**config.mk**
```make
export PLATFORM = sky130hd
export DESIGN_NAME = sme_control
export DESIGN_NICKNAME = d
export VERILOG_FILES = /design/src/rtl/sme_pkg.sv /design/src/rtl/sme_control.sv
export SDC_FILE = /design/constraint.sdc
export NUM_CORES = 1
export LEC_CHECK = 0
export BUFFER_PORTS_ARGS = -buffer_cell sky130_fd_sc_hd__buf_2
export CELL_PAD_IN_SITES_DETAIL_PLACEMENT = 1
export CELL_PAD_IN_SITES_GLOBAL_PLACEMENT = 1
export CORE_AREA = 2 2 39 41
export DETAILED_ROUTE_END_ITERATION = 7
export DIE_AREA = 0 0 41 43
export GPL_TIMING_DRIVEN = 0
export HOLD_SLACK_MARGIN = 0.12
export PLACE_DENSITY = 0.57
export SKIP_CTS_REPAIR_TIMING = 1
export SYNTH_ARGS = -nofsm -noshare
export SYNTH_HDL_FRONTEND = slang
export SYNTH_SLANG_ARGS = --single-unit
```
**constraint.sdc**
```tcl
create_clock -name clock -period 2.55 [get_ports clock]
set_input_delay 0.1275 -clock clock [delete_from_list [all_inputs] [get_ports clock]]
set_output_delay 0.1275 -clock clock [all_outputs]
set_load 0.02 [all_outputs]
```
**src/rtl/sme_pkg.sv**
```systemverilog
`default_nettype none
package sme_pkg;

   typedef enum logic [4:0] {
      OP_PUSH_IMM   = 5'd0,
      OP_PUSH_PI    = 5'd1,
      OP_ADD        = 5'd2,
      OP_SUB        = 5'd3,
      OP_MUL        = 5'd4,
      OP_DIV        = 5'd5,
      OP_REM        = 5'd6,
      OP_CMPG       = 5'd7,
      OP_CMPL       = 5'd8,
      OP_CMPLE      = 5'd9,
      OP_PRINT      = 5'd10,
      OP_SET        = 5'd11,
      OP_GET        = 5'd12,
      OP_JUMPZ      = 5'd13,
      OP_JUMP       = 5'd14,
      OP_PUSH_TRUE  = 5'd15,
      OP_PUSH_FALSE = 5'd16,
      OP_NOP        = 5'd17,
      OP_IS_EVEN    = 5'd18,
      OP_NEGATE     = 5'd19,
      OP_END        = 5'd20
   } opcode_type;

   localparam logic [2:0] ST_OK      = 3'd0;
   localparam logic [2:0] ST_UNDER   = 3'd1;
   localparam logic [2:0] ST_OVER    = 3'd2;
   localparam logic [2:0] ST_DIVZ    = 3'd3;
   localparam logic [2:0] ST_BADBOOL = 3'd4;

   localparam logic [31:0] PI_VALUE = 32'd3;

   // stack count field is 7 bits, var index is taken modulo VAR_COUNT
   localparam int STACK_DEPTH = 64;
   localparam int VAR_COUNT   = 16;

   typedef struct packed {
      logic [4:0]         cmd;
      logic signed [31:0] operand;
   } req_type;

   typedef struct packed {
      logic [2:0]         status;
      logic               jump_taken;
      logic [15:0]        jump_target;
      logic               print_valid;
      logic signed [31:0] print_value;
      logic [6:0]         stack_count;
   } rsp_type;

   // controller to datapath
   typedef struct packed {
      logic load_req;   // capture request, start stack reads
      logic div_start;
      logic div_step;
      logic mul_step;
      logic commit;     // write back and build response
   } dp_cmd_type;

   // datapath to controller
   typedef struct packed {
      logic is_div;     // div or rem with two operands and nonzero divisor
      logic is_mul;
      logic div_last;
   } dp_status_type;

endpackage
`default_nettype wire

```
**src/rtl/sme_control.sv**
```systemverilog
`default_nettype none
module sme_control (
   input  wire                         clock,
   input  wire                         reset,
   input  wire                         req_valid,
   output logic                        req_stall,
   output logic                        rsp_valid,
   input  wire                         rsp_stall,
   input  wire sme_pkg::dp_status_type status_in,
   output sme_pkg::dp_cmd_type         cmd_out
);

   typedef enum logic [2:0] {
      S_IDLE, S_DECODE, S_MUL, S_DIV, S_COMMIT
   } state_type;

   state_type state_ff;
   logic      rsp_valid_ff;

   // a request is taken while idle, even with a response still waiting
   always_comb begin
      req_stall = (state_ff != S_IDLE);
      rsp_valid = rsp_valid_ff;
      cmd_out.load_req  = req_valid && (state_ff == S_IDLE);
      cmd_out.div_start = (state_ff == S_DECODE) && status_in.is_div;
      cmd_out.div_step  = (state_ff == S_DIV);
      cmd_out.mul_step  = (state_ff == S_MUL);
      cmd_out.commit    = (state_ff == S_COMMIT) && !(rsp_valid_ff && rsp_stall);
   end

   always_ff @(posedge clock) begin
      if (reset) begin
         state_ff <= S_IDLE;
         rsp_valid_ff <= 1'b0;
      end else begin
         if (cmd_out.commit) rsp_valid_ff <= 1'b1;
         else if (!rsp_stall) rsp_valid_ff <= 1'b0;
         unique case (state_ff)
            S_IDLE: if (req_valid) state_ff <= S_DECODE;
            S_DECODE: begin
               priority if (status_in.is_div) state_ff <= S_DIV;
               else if (status_in.is_mul) state_ff <= S_MUL;
               else state_ff <= S_COMMIT;
            end
            S_MUL: state_ff <= S_COMMIT;
            S_DIV: if (status_in.div_last) state_ff <= S_COMMIT;
            S_COMMIT: begin
               if (cmd_out.commit) state_ff <= S_IDLE;
            end
            default: state_ff <= S_IDLE;
         endcase
      end
   end

endmodule
`default_nettype wire

```
==> reports/metrics.yaml <==
synth-simple-area-share: 0.332
drv_cap: 0
worst_pin_slew_ns: 0.266
fill_cells: 179
synth_warnings: 0
grt_pass1_wl_um: 1090
yosys_most_used_dff: "dfxtp_1"
synth_nets: 35
die_x_um: 41
ant_nets: 0
dp_cells: 57
min_from: "rsp_stall"
start_kind: "flip-flop"
wl_um: 640
port-buffer-count: 13
ys_ff_latch: 4
core_area_um2: 1380
grt_max_degree: 10
crit_fanout: 7
ir_worst_vdd_uv: 215
yosysUniqueCellTypes: 17
clock-sinks: 4
r2r_start: "state_ff[0]$_SDFFE_PP0P_"
cts-root-buf: "clkbuf_4"
setup_viol: 0
num_io_pins: 14
synth_top_cell_by_area: "dfxtp_1"
required_ns: 2.74
path_cells: "nand2b_1 > a2111oi_2 > dlygate4sd3_1"
synthesis.area_um2: 234
fmax_mhz: 644
synth_mux_area_frac: 0.0428
n_antenna_cell: 0
path_clk_slew_ns: 0.04
drt_iter0_markers: 2
drc: 0
syn2layout_area_growth_pct: 58.8
end_kind: "flip-flop"
worst-path-buf-inv: 1
post_drt_wl_per_cell_um: 10.2
crit_arrival_ns: 1.74
synth_most_common_cell: "dfxtp_1"
period_share: 0.609
grt_usage: 0.107
antenna_found_initial: 0
synth-edff-count: 0
num_rows: 14
start_util: 0.169
p_leak_nw: 0.168
synth-xor-area-share: 0
synth_common_cells: "dfxtp_1, nand2_1, nor2_1"
power_density_nw_per_um2: 546
final-hold-violation-count: 0
synthAdderAreaFrac: 0
dr.pass1.iters: 4
gp_congestion: 0.630
cp_slowest_cell: "dlygate4sd3_1"
cts_buffers: 3
crit_type: "flip-flop to flip-flop"
synth_top_area_frac: 0.342
die-area_um2: 1760
path_delay_family: "buffers and inverters"
htreeDepth: 1
timing.hold.ws_ns: 0.181
slew_headroom: 0.821
seq_area_frac_synth: 0.342
period_minus_slack_ns: 1.55
cts_tree: "yes"
hpwlAfterDp_um: 473
nets: 56
synth.avg_cell_area_um2: 8.36
cpPeakStageDelay_ns: 0.59
drive_gt1_frac: 0.426
grt_pass1_vias: 255
setup.worst_path.start: "state_ff[0]$_SDFFE_PP0P_"
skew_ns: 0.00496
synthCells: 28
synth.area.top_cells: "dfxtp_1, a2111oi_2, nor3b_1, buf_6, nand2_1"
synth_top_family_by_area: "simple AND/OR/NAND/NOR gates"
total_power_w: 0.000203
drv_slew: 0
tns_ns: 0
hp-class: "input pin to flip-flop"
viasPerCell: 4.25
rsz0062_at_grt: "no"
final_cells: 63
ys_async_sr_fraction: 0
dieHeight_um: 43
synth_compound_area_frac: 0.203
grt_overflow: 0
vias: 268
status: "finished clean"
worstSkewPairLatency_ns: 0.25
cts_buffer_depth: 2
[power by group]
group | internal, W | leakage (nW) | switching, W
combinational | 0.0000233 | 0.121 | 0.0000261
sequential | 0.0000665 | 0.0327 | 0.00000442
clock | 0.0000529 | 0.0138 | 0.0000298
total | 0.000143 | 0.168 | 0.0000603
[path summary, 6_finish.rpt]
kind | cells after the start | slack (ns) | to
min reg2reg | 2 | 0.50 | state_ff[2]$_SDFFE_PP0P_
max reg2reg | 3 | 1.0 | state_ff[1]$_SDFFE_PP0P_
min | 3 | 0.18 | state_ff[2]$_SDFFE_PP0P_
max | 3 | 1.0 | state_ff[1]$_SDFFE_PP0P_
[metal layers]
metal  vias to the layer above  global-route usage  share of wire
li1                        140                   -              -
met1                       114              0.0965           0.43
met2                        10               0.122           0.45
met3                         4               0.105          0.064
met4                         0               0.120          0.055
met5                         -                   0              0
[cells by family after synthesis]
kind of cell | after synthesis
flops | 4
buf+inv | 3
simple gates | 14
compound gates | 6
mux | 1
[per-stage QoR]
stage / cell area, um2 / worst slack (ns) / util
2_1_floorplan: 234 / 1.35 / -
3_3_place_gp: 319 / 1.39 / 0.231
3_5_place_dp: 319 / 1.39 / 0.231
4_1_cts: 342 / 1.12 / 0.247
5_1_grt: 372 / 0.925 / 0.269
6_report: 372 / 0.997 / 0.269
[worst register-to-register path: cells and delay by family (launching register included)]
family | cells | cell delay [ns]
AOI/OAI and AO/OA | 1 | 0.30
and+or+nand+nor | 1 | 0.16
DFF | 1 | 0.45
buffers and inverters | 1 | 0.59
[sequential cells by signal (all words and copies together) (netlist names)]
| name | count |
|---|---|
| rsp_valid | 1 |
| state_ff | 3 |
[layout by cell type (no fill, tap or decap)]
master / n
mux2i_1: 1
buf_2: 13
nor3_1: 2
and2_1: 1
dfxtp_1: 4
o31ai_1: 1
a21oi_1: 2
nor2_1: 3
nand2_1: 3
clkbuf_4: 3
nand2b_1: 1
a2111oi_2: 1
buf_6: 1
o221ai_1: 1
dlygate4sd3_1: 3
inv_1: 2
o22ai_1: 1
nor3b_1: 2
nor2_2: 1
or3_4: 1
[layout make-up]
type	instances	area (um2)	area share
Clock buffer	3	22.5	0.0606
Sequential cell	4	80.1	0.215
Multi-Input combinational cell	21	135	0.364
Tap cell	16	20.0	0.0539
Buffer	1	11.3	0.0303
Timing Repair Buffer	16	95.1	0.256
Inverter	2	7.51	0.0202
(Power assumes the default switching activity.)
